`src/rtl/chr_pkg.sv`:
```
`timescale 1ns / 1ps

package chr_pkg;

   localparam int HISTORY_DEPTH_DEF = 64;
   localparam int POSITION_BITS_DEF = 48;

   localparam int COMMAND_BITS    = 2;
   localparam int SLOT_FIELD_BITS = 6;

   localparam logic [COMMAND_BITS-1:0] CMD_RECORD = 2'd0;
   localparam logic [COMMAND_BITS-1:0] CMD_UNDO   = 2'd1;
   localparam logic [COMMAND_BITS-1:0] CMD_REDO   = 2'd2;
   localparam logic [COMMAND_BITS-1:0] CMD_CLEAR  = 2'd3;

   typedef logic [COMMAND_BITS-1:0] command_type;

endpackage

```
`src/rtl/chr_ring_mem.sv`:
```
`timescale 1ns / 1ps

module chr_ring_mem #(
   parameter int HISTORY_DEPTH = 64,
   parameter int POSITION_BITS = 48,
   parameter int IDX_W         = $clog2(HISTORY_DEPTH)
) (
   input  logic                     clock,
   input  logic                     rd_en,
   input  logic [IDX_W-1:0]         rd_addr,
   output logic [POSITION_BITS-1:0] rd_data,
   input  logic                     wr_en,
   input  logic [IDX_W-1:0]         wr_addr,
   input  logic [POSITION_BITS-1:0] wr_data
);

   logic [POSITION_BITS-1:0] mem [HISTORY_DEPTH];
   logic [POSITION_BITS-1:0] rd_data_ff;

   always_ff @(posedge clock) begin
      if (wr_en) begin
         mem[wr_addr] <= wr_data;
      end
      if (rd_en) begin
         rd_data_ff <= mem[rd_addr];
      end
   end

   assign rd_data = rd_data_ff;

endmodule

```
`src/rtl/chr_ctrl.sv`:
```
`timescale 1ns / 1ps

module chr_ctrl #(
   parameter int HISTORY_DEPTH = 64,
   parameter int POSITION_BITS = 48,
   parameter int IDX_W         = $clog2(HISTORY_DEPTH)
) (
   input  logic                      clock,
   input  logic                      reset,
   input  logic                      req_valid,
   output logic                      req_ready,
   input  chr_pkg::command_type      req_cmd,
   input  logic [POSITION_BITS-1:0]  req_pos,
   output logic                      mem_rd_en,
   output logic [IDX_W-1:0]          mem_rd_addr,
   input  logic [POSITION_BITS-1:0]  mem_rd_data,
   output logic                      mem_wr_en,
   output logic [IDX_W-1:0]          mem_wr_addr,
   output logic [POSITION_BITS-1:0]  mem_wr_data,
   output logic                      rsp_valid,
   input  logic                      rsp_ready,
   output logic                      rsp_moved,
   output logic [POSITION_BITS-1:0]  rsp_pos,
   output logic [IDX_W-1:0]          rsp_slot
);

   import chr_pkg::*;

   localparam int LEN_W = $clog2(HISTORY_DEPTH + 1);
   localparam logic [IDX_W-1:0] LAST_IDX = IDX_W'(HISTORY_DEPTH - 1);
   localparam logic [LEN_W-1:0] FULL_LEN = LEN_W'(HISTORY_DEPTH);

   localparam logic ST_IDLE = 1'b0;
   localparam logic ST_EXEC = 1'b1;

   logic                     state_ff, state_in;
   command_type              cmd_ff;
   logic [POSITION_BITS-1:0] pos_ff;
   logic [IDX_W-1:0]         tgt_ff;
   logic [IDX_W-1:0]         cur_ff, cur_in;
   logic [IDX_W-1:0]         old_ff, old_in;
   logic [IDX_W-1:0]         new_ff, new_in;
   logic [LEN_W-1:0]         len_ff, len_in;
   logic                     rsp_valid_ff, rsp_valid_in;
   logic                     rsp_moved_ff, rsp_moved_in;
   logic [POSITION_BITS-1:0] rsp_pos_ff, rsp_pos_in;
   logic [IDX_W-1:0]         rsp_slot_ff, rsp_slot_in;

   logic             accept;
   logic             go;
   logic             full;
   logic [IDX_W-1:0] cur_next;
   logic [IDX_W-1:0] cur_prev;
   logic [LEN_W-1:0] arc_span;

   assign req_ready = (state_ff == ST_IDLE);
   assign accept    = req_valid && req_ready;
   assign go        = (state_ff == ST_EXEC) && (!rsp_valid_ff || rsp_ready);
   assign full      = (len_ff == FULL_LEN);
   assign cur_next  = (cur_ff == LAST_IDX) ? '0 : cur_ff + 1'b1;
   assign cur_prev  = (cur_ff == '0) ? LAST_IDX : cur_ff - 1'b1;
   assign arc_span  = (cur_next >= old_ff) ? LEN_W'(cur_next) - LEN_W'(old_ff)
                                           : LEN_W'(cur_next) + FULL_LEN - LEN_W'(old_ff);

   always_comb begin
      unique case (req_cmd)
         CMD_UNDO: mem_rd_addr = cur_prev;
         CMD_REDO: mem_rd_addr = cur_next;
         default:  mem_rd_addr = cur_ff;
      endcase
   end
   assign mem_rd_en = accept;

   always_comb begin
      state_in     = state_ff;
      cur_in       = cur_ff;
      old_in       = old_ff;
      new_in       = new_ff;
      len_in       = len_ff;
      rsp_valid_in = rsp_valid_ff && !rsp_ready;
      rsp_moved_in = rsp_moved_ff;
      rsp_pos_in   = rsp_pos_ff;
      rsp_slot_in  = rsp_slot_ff;
      mem_wr_en    = 1'b0;
      mem_wr_addr  = cur_next;
      mem_wr_data  = pos_ff;

      if (accept) begin
         state_in = ST_EXEC;
      end

      if (go) begin
         state_in     = ST_IDLE;
         rsp_valid_in = 1'b1;
         rsp_moved_in = 1'b0;
         rsp_pos_in   = '0;
         unique case (cmd_ff)
            CMD_RECORD: begin
               if (len_ff == '0) begin
                  cur_in      = '0;
                  old_in      = '0;
                  new_in      = '0;
                  len_in      = LEN_W'(1);
                  mem_wr_en   = 1'b1;
                  mem_wr_addr = '0;
               end else if (mem_rd_data != pos_ff) begin
                  cur_in    = cur_next;
                  new_in    = cur_next;
                  mem_wr_en = 1'b1;
                  if (full) begin
                     old_in = cur_next;
                     len_in = LEN_W'(1);
                  end else begin
                     len_in = arc_span + 1'b1;
                  end
               end
            end
            CMD_UNDO: begin
               if (len_ff != '0 && (cur_ff != old_ff || full)) begin
                  cur_in       = tgt_ff;
                  rsp_moved_in = 1'b1;
                  rsp_pos_in   = mem_rd_data;
               end
            end
            CMD_REDO: begin
               if (len_ff != '0 && (cur_ff != new_ff || full)) begin
                  cur_in       = tgt_ff;
                  rsp_moved_in = 1'b1;
                  rsp_pos_in   = mem_rd_data;
               end
            end
            CMD_CLEAR: begin
               cur_in = '0;
               old_in = '0;
               new_in = '0;
               len_in = '0;
            end
         endcase
         rsp_slot_in = cur_in;
      end
   end

   always_ff @(posedge clock) begin
      if (reset) begin
         state_ff     <= ST_IDLE;
         cur_ff       <= '0;
         old_ff       <= '0;
         new_ff       <= '0;
         len_ff       <= '0;
         rsp_valid_ff <= 1'b0;
      end else begin
         state_ff     <= state_in;
         cur_ff       <= cur_in;
         old_ff       <= old_in;
         new_ff       <= new_in;
         len_ff       <= len_in;
         rsp_valid_ff <= rsp_valid_in;
      end
   end

   always_ff @(posedge clock) begin
      if (accept) begin
         cmd_ff <= req_cmd;
         pos_ff <= req_pos;
         tgt_ff <= mem_rd_addr;
      end
      rsp_moved_ff <= rsp_moved_in;
      rsp_pos_ff   <= rsp_pos_in;
      rsp_slot_ff  <= rsp_slot_in;
   end

   assign rsp_valid = rsp_valid_ff;
   assign rsp_moved = rsp_moved_ff;
   assign rsp_pos   = rsp_pos_ff;
   assign rsp_slot  = rsp_slot_ff;

   a_len_bound: assert property (@(posedge clock) disable iff (reset)
      len_ff <= FULL_LEN)
      else $error("history length exceeds depth");

   a_empty_home: assert property (@(posedge clock) disable iff (reset)
      len_ff == '0 |-> cur_ff == '0 && old_ff == '0 && new_ff == '0)
      else $error("empty history with nonzero pointers");

   a_single_entry: assert property (@(posedge clock) disable iff (reset)
      len_ff == LEN_W'(1) |-> old_ff == new_ff && cur_ff == old_ff)
      else $error("single entry arc inconsistent");

   a_stall_hold: assert property (@(posedge clock) disable iff (reset)
      state_ff == ST_EXEC && rsp_valid_ff && !rsp_ready |=> state_ff == ST_EXEC)
      else $error("command retired into a full output register");

   a_moved_needs_history: assert property (@(posedge clock) disable iff (reset)
      rsp_valid_ff && rsp_moved_ff |-> len_ff != '0)
      else $error("recall reported with empty history");

endmodule

```
`src/rtl/cursor_history_ring.sv`:
```
`timescale 1ns / 1ps

// Cursor position history with undo and redo.
// req_*: one command transaction. req_tuser carries the command (record,
// undo, redo, clear); req_tdata carries the position in ticks, used by record.
// rsp_*: one result transaction per command. rsp_tuser is the moved flag,
// set when undo or redo recalled a stored position; rsp_tdata carries that
// position (zero when nothing moved) and the current slot index.
// Each command first reads the ring memory at the current or target slot,
// then compares, writes back and loads the output register. The next
// command is accepted only after the previous result is loaded, once the
// controller is back in idle; only one command is in flight in the
// controller at a time. The ring memory has a single read port.
// The output register holds a result until rsp_tready; while it is full a
// second command is accepted and waits in its compare stage, and req_tready
// stays low until that command retires.
// Reset empties the history at once (the occupied arc is held in pointer
// registers), points at slot 0 and drops any pending result.

module cursor_history_ring #(
   parameter int HISTORY_DEPTH = chr_pkg::HISTORY_DEPTH_DEF,
   parameter int POSITION_BITS = chr_pkg::POSITION_BITS_DEF,
   parameter int REQ_DATA_W    = ((POSITION_BITS + 7) / 8) * 8,
   parameter int RSP_DATA_W    = ((POSITION_BITS + chr_pkg::SLOT_FIELD_BITS + 7) / 8) * 8
) (
   input  logic                  clock,
   input  logic                  reset,
   input  logic                  req_tvalid,
   output logic                  req_tready,
   input  logic [REQ_DATA_W-1:0] req_tdata,  // position
   input  chr_pkg::command_type  req_tuser,  // command
   output logic                  rsp_tvalid,
   input  logic                  rsp_tready,
   output logic [RSP_DATA_W-1:0] rsp_tdata,  // recalled_position, current_slot
   output logic                  rsp_tuser   // moved
);

   import chr_pkg::*;

   localparam int IDX_W = $clog2(HISTORY_DEPTH);

   logic                     mem_rd_en;
   logic [IDX_W-1:0]         mem_rd_addr;
   logic [POSITION_BITS-1:0] mem_rd_data;
   logic                     mem_wr_en;
   logic [IDX_W-1:0]         mem_wr_addr;
   logic [POSITION_BITS-1:0] mem_wr_data;
   logic [POSITION_BITS-1:0] rsp_pos;
   logic [IDX_W-1:0]         rsp_slot;
   logic [IDX_W+SLOT_FIELD_BITS-1:0] slot_wide;

   chr_ring_mem #(
      .HISTORY_DEPTH (HISTORY_DEPTH),
      .POSITION_BITS (POSITION_BITS),
      .IDX_W         (IDX_W)
   ) u_mem (
      .clock   (clock),
      .rd_en   (mem_rd_en),
      .rd_addr (mem_rd_addr),
      .rd_data (mem_rd_data),
      .wr_en   (mem_wr_en),
      .wr_addr (mem_wr_addr),
      .wr_data (mem_wr_data)
   );

   chr_ctrl #(
      .HISTORY_DEPTH (HISTORY_DEPTH),
      .POSITION_BITS (POSITION_BITS),
      .IDX_W         (IDX_W)
   ) u_ctrl (
      .clock       (clock),
      .reset       (reset),
      .req_valid   (req_tvalid),
      .req_ready   (req_tready),
      .req_cmd     (req_tuser),
      .req_pos     (req_tdata[POSITION_BITS-1:0]),
      .mem_rd_en   (mem_rd_en),
      .mem_rd_addr (mem_rd_addr),
      .mem_rd_data (mem_rd_data),
      .mem_wr_en   (mem_wr_en),
      .mem_wr_addr (mem_wr_addr),
      .mem_wr_data (mem_wr_data),
      .rsp_valid   (rsp_tvalid),
      .rsp_ready   (rsp_tready),
      .rsp_moved   (rsp_tuser),
      .rsp_pos     (rsp_pos),
      .rsp_slot    (rsp_slot)
   );

   assign slot_wide = {{SLOT_FIELD_BITS{1'b0}}, rsp_slot};
   assign rsp_tdata = RSP_DATA_W'({slot_wide[SLOT_FIELD_BITS-1:0], rsp_pos});

endmodule

```
`config.mk`:
```
export PLATFORM = sky130hd
export DESIGN_NAME = cursor_history_ring
export DESIGN_NICKNAME = d
export VERILOG_FILES = /design/src/rtl/chr_pkg.sv /design/src/rtl/chr_ring_mem.sv /design/src/rtl/chr_ctrl.sv /design/src/rtl/cursor_history_ring.sv
export SDC_FILE = /design/constraint.sdc
export NUM_CORES = 2
export LEC_CHECK = 0
export BUFFER_PORTS_ARGS = -buffer_cell sky130_fd_sc_hd__clkbuf_2
export CAP_MARGIN = 20
export CORE_MARGIN = 8
export CORE_UTILIZATION = 35
export CTS_BUF_LIST = sky130_fd_sc_hd__clkbuf_16
export DETAILED_ROUTE_END_ITERATION = 12
export GPL_TIMING_DRIVEN = 0
export MAX_ROUTING_LAYER = met4
export PLACE_DENSITY = 0.53
export SETUP_SLACK_MARGIN = 0.02
export SYNTH_ARGS = -nofsm -noshare
export SYNTH_HDL_FRONTEND = slang
export SYNTH_HIERARCHICAL = 1
export SYNTH_SLANG_ARGS = --single-unit
```
`constraint.sdc`:
```
create_clock -name clock -period 11.4 [get_ports clock]
set_clock_uncertainty 0.05 [all_clocks]
set_input_delay 0.57 -clock clock [delete_from_list [all_inputs] [get_ports clock]]
set_output_delay 0.57 -clock clock [all_outputs]
set_load 0.01 [all_outputs]
```
# After elaboration in Yosys (flattened, before gate mapping)
# Memory sizes are Yosys's and may differ from the RTL's. A register that Yosys moved wholly into a read port is not among the register bits.
# Cells that the tools add are included.
# classes
muxes	36
magnitude_cmp	1
n_eq_ne	12
n_addsub	6
reduce_logical	18
n_bitwise	1
# op_table
cell	count
$mux 48	2
$pmux 48 s2	1
$mux 6	14
$ne 48x48->1	1
$pmux 6 s2	3
$mux 7	4
$pmux 6 s4	1
$pmux 7 s2	1
$ne 6x6->1	2
$mux 1	9
$add 6x7->7 const B	1
$add 7x1->7 const B	1
$eq 7x7->1 const B	1
$logic_not 7->1	1
$reduce_bool 7->1	1
$sub 6x6->7	1
$sub 7x6->7	1
$add 6x1->6 const B	1
$eq 2x2->1 const B	3
$eq 6x6->1 const B	1
$ge 6x6->1	1
$logic_not 6->1	1
$ne 3x1->1 const B	2
$sub 6x1->6 const B	1
other kinds (11)	19
# word_totals
n_memories	1
inputBits	54
ram_bits	3072
regBits	138
# memory_table
memory	words	width	read_ports	rd_clocked_by_memory_dff	write_ports	line	rtl
u_mem.mem	64	48	1	1	1	chr_ring_mem.sv:17	logic [POSITION_BITS-1:0] mem [HISTORY_DEPTH];

# Logic depth before layout (Yosys ltp)
# depth
word_depth	10
mapped_depth	17
depth_no_buf	14

# By module
# Netlist, hierarchy kept.
# modules_own_cells
mod	cells_per_inst	instances	seq_area_each_um2	area_each_um2
chr_ring_mem	4970	1	93689.9	117597.8
chr_ctrl	548	1	3873.7	6625.1
cursor_history_ring	3	1	0.0	18.8

# Worst setup path before layout
# OpenSTA, ideal clock, no wires.
# synth_path
kind	in2reg
start	input rsp_tready
end	memory u_mem.mem[48][0], enable pin
n_path_buf	2
t_arrival_ps	6285
cell_stages	10
slack_ps	4552
setup_ps	513
path_cell_list	nand2b_1 nand2_1 inv_1 and3_1 clkbuf_1 nor3_1 clkbuf_1 nor2b_1 nand4b_1 nor3_1
# synth_via
elab_cells_between_ends	6
cone_classes	mux: 4; reduce/logical: 2
# synth_lines
item	line	rtl
from (decl)	cursor_history_ring.sv:33	input logic rsp_tready,
$logic_or 1x1->1	chr_ctrl.sv:58	assign go = (state_ff == ST_EXEC) && (!rsp_valid_ff || rsp_ready);
$logic_and 1x1->1	chr_ctrl.sv:58	
net u_ctrl.go	chr_ctrl.sv:50	logic go;
$mux 6	chr_ctrl.sv:92	if (go) begin
net mem_wr_addr[3]	cursor_history_ring.sv:46	logic [IDX_W-1:0] mem_wr_addr;
to (decl)	chr_ring_mem.sv:17	
# The timed path passes the listed nets, and every way through them passes these cells.

# Worst setup path after layout
# layout_path
start	register u_ctrl.cur_ff[0]
end	register u_mem.rd_data_ff[16], in the netlist u_mem/rd_data[16] (read register of u_mem.mem) (data pin)
# layout_via
elab_chain_len	3
elab_cells_between_ends	7
cone_classes	add/sub: 2; eq/ne: 1; mux: 3; reduce/logical: 1
# layout_lines
item	line	rtl
from (decl)	chr_ctrl.sv:40	logic [IDX_W-1:0] cur_ff, cur_in;
from (signal assigned)	chr_ctrl.sv:153	cur_ff <= cur_in;
$add 6x1->6, or another cell as far along	chr_ctrl.sv:60	assign cur_next = (cur_ff == LAST_IDX) ? '0 : cur_ff + 1'b1;
$mux 6 (on tied branches)	chr_ctrl.sv:60, chr_ctrl.sv:61	
$pmux 6 s2 *	chr_ctrl.sv:66	unique case (req_cmd)
net mem_rd_addr[3]	cursor_history_ring.sv:43	logic [IDX_W-1:0] mem_rd_addr;
to (decl)	chr_ring_mem.sv:18	logic [POSITION_BITS-1:0] rd_data_ff;
# Mark *: on every way through the listed nets, which the timed path passes. The rest lies on a longest branch.
# A chain may end at the register's enable or synchronous reset.

==> impl_metrics.yaml <==
route:
  via_count: 64097
  drt_first_pass_iters: 7
  ant_nets: 0
  routedWlPerCell_um: 34.2
  vias_per_cell: 5.67
  wirelength_um: 387000
  drt_iter0_markers: 8921
  post-route-drc-count: 0
synthesis:
  synth-edff-count: 3231
  synth_ff_type: "edfxtp_1"
  yosys-top-cells-area: "edfxtp_1, mux4_2, o22ai_1"
  synth_fa_ha_area_frac: 0.00177
  synth_compound_area_frac: 0.0338
  synth_top_area_frac: 0.781
  synth_top_family_by_area: "multiplexers"
  yosys.area_share.simple: 0.0167
  synth_xor_area_frac: 0.00508
  async_reset_ff_frac: 0
  synth_top_area_cell: "edfxtp_1"
  yosys-mux-area-fraction: 0.143
  yosys_warnings: 6
  seq_area_frac_synth: 0.785
  syn_avg_cell_area_um2: 22.5
  synth_seq_cells: 3258
  synth_cell_types: 66
  syn-cell-area_um2: 124000
  synthCells: 5521
die:
  die_height_um: 612
  num_io_pins: 113
  rows: 218
  die_width_um: 612
  start_util: 0.352
  core_um2: 353000
  die_area_um2: 374000
hold_path:
  holdPathStages: 3
  hold_path_class: "primary input to flop"
global_routing:
  grt_use_total: 0.207
  met2_usage: 0.324
  grt_overflow: 0
  grt_pass1_wl_um: 527000
  top_usage_layer: "met2"
  first_global_vias: 63548
  grt_max_degree: 50
  grtUsageMet3: 0.0414
  met1_usage: 0.277
  grt_antenna_before_repair: 12
timing:
  slew_viol_final: 0
  fin_ws_ns: 4.81
  hold_viol: 0
  finalCritPeriodShare: 0.578
  fmax_ghz: 0.152
  setup_viol: 0
  rsz0062_at_grt: "false"
  slew_headroom: 0.199
  holdWs_ns: 0.105
  fin_crit_ns: 6.59
  setup_tns_ns: 0
  worst_pin_slew_ns: 1.20
cells_and_area:
  final_cell_mix: "edfxtp_1, mux4_2, clkbuf_16, o22ai_1, buf_12"
  fin_nets: 6378
  syn2layout_area_growth_pct: 19.6
  layout-drive-gt1-share: 0.288
  finalInstanceArea_um2: 149000
  final_common_cell: "edfxtp_1"
clock_network:
  root_buffer: "clkbuf_16"
  cts_tree: "done"
  h-tree-depth: 5
  ctsResizeCount: 0
  cts.clk_slew.worst_paths_ns: 0.06
  cts_setup_buffers: 0
  cts_made_buffers: 339
  clock_latency_ns: 0.88
  cts.sinks: 3258
  cts.path.max_buffers: 4
setup_path:
  rr_worst_depth: 18
  crit_chain: "ha_1 > clkbuf_1 > and3_1 > and3_1 > nor2_1 > nand2_1 > a21oi_1 > nor2_1 > a21oi_2 > buf_8 > nor2b_1 > buf_2 > buf_2 > clkbuf_1 > a22oi_1 > nand2_1 > o22ai_1 > nor2_1"
  critPathMostFrequentCell: "nor2_1"
  critPathCaptureType: "flop"
  r2r_setup_slack_ns: 4.81
  r2r-end: "u_mem/rd_data[16]$_DFFE_PP_"
  crit_path_start: "u_ctrl/cur_ff[0]$_SDFFE_PP0P_"
  critical_path_arrival_ns: 7.19
  cp-start-kind: "flop"
  max_stage_delay_ns: 0.71
  r2r-start: "u_ctrl/cur_ff[0]$_SDFFE_PP0P_"
  path_class: "flop to flop"
  required_ns: 12.00
  crit_end: "u_mem/rd_data[16]$_DFFE_PP_"
  crit_fanout: 10
  cp_slowest_cell: "clkbuf_1"
power_and_ir_drop:
  p_leak_nw: 46.4
  power.total_mw: 27.3
  powerDensity_nw_per_um2: 184
  peakVddDrop_uv: 120
placement:
  portBuffers: 110
  dpl.hpwl_um: 267000
  post-place-ws_ns: 4.98
  postPlaceCellArea_um2: 137000
  gp_congestion: 0.902
outcome:
  status: "complete, no violations"
job:
  drv_cap: 0
-- routing by layer --
layer  part of all wire  vias up
li1                   -    25253
met1               0.41    35183
met2               0.47     3073
met3              0.087      588
met4              0.034        0
met5                  0        -
-- cells in the mapped netlist, types with 53 or more instances --
library cell,number
edfxtp_1,3231
mux4_2,754
nor2_1,155
o22ai_1,130
clkbuf_1,114
buf_2,105
a21oi_1,102
a221oi_1,84
a22oi_1,80
nand2_1,80
mux2i_1,68
buf_4,66
xnor2_1,61
a22o_1,58
and3_1,53
-- power breakdown --
group          internal, mW  leakage (nW)  switching (mW)  total (mW)
clock                  6.17          5.48            4.57        10.7
combinational          1.15          11.6            1.98        3.12
sequential             13.3          29.3           0.131        13.4
total                  20.6          46.4            6.67        27.3
-- worst min path at each step --
stage | from | endpoint
floorplan | u_ctrl/len_ff[1]$_SDFFE_PP0P_ | u_ctrl/len_ff[1]$_SDFFE_PP0P_
global placement | u_ctrl/len_ff[1]$_SDFFE_PP0P_ | u_ctrl/len_ff[1]$_SDFFE_PP0P_
detailed placement | u_ctrl/len_ff[4]$_SDFFE_PP0P_ | u_ctrl/len_ff[4]$_SDFFE_PP0P_
CTS | reset | u_ctrl/len_ff[0]$_SDFFE_PP0P_
global route | reset | u_ctrl/len_ff[0]$_SDFFE_PP0P_
finish | reset | u_ctrl/len_ff[0]$_SDFFE_PP0P_
-- sequential cells by signal (all words and copies together), names as in the netlist --
name	flops
u_mem/mem	3072
u_ctrl/mem_wr_data	48
u_ctrl/rsp_pos	48
u_mem/rd_data	48
u_ctrl/len_ff	7
u_ctrl/cur_ff	6
u_ctrl/new_ff	6
u_ctrl/old_ff	6
u_ctrl/rsp_slot	6
u_ctrl/tgt_ff	6
u_ctrl/cmd_ff	2
u_ctrl/rsp_moved	1
u_ctrl/rsp_valid	1
u_ctrl/state_ff	1
-- logic make-up after synthesis --
| kind of cell | Yosys count |
|---|---|
| compound gates | 579 |
| flops | 3258 |
| fa+ha+maj | 17 |
| xor+xnor | 72 |
| other cells | 1 |
| simple gates | 420 |
| mux | 834 |
| buf+inv | 340 |
-- per-stage QoR --
step / cells / utilization
floorplan: 5522 / -
global placement: 10362 / 0.370
detailed placement: 10642 / 0.389
CTS: 11298 / 0.421
global route: 11303 / 0.421
finish: 11310 / 0.421
-- critical path: cells and delay by family (launching register included) --
| family | cells | cell delay [ns] |
|---|---|---|
| simple gates | 8 | 2.50 |
| compound gates | 4 | 0.99 |
| fa+ha+maj | 1 | 0.20 |
| flops | 1 | 0.32 |
| buf+inv | 5 | 2.28 |
-- cell type report --
type	count	area, um2
timing repair buffer	444	7330
clock buffer	349	8730
inverter	29	109
fill	30474	204000
buffer	311	1650
sequential	3258	97600
clock inverter	255	1910
antenna	10	25.0
multi-input combinational	1924	25400
tap	4730	5920
-- timing repair --
| item | 4_1_cts | 5_1_grt |
|---|---|---|
| endpoints found under the hold margin | 52 | 0 |
| endpoints found under the setup margin | 0 | 0 |
| hold buffers | 52 | 0 |
Note: power is estimated with default switching activity, not from simulation.
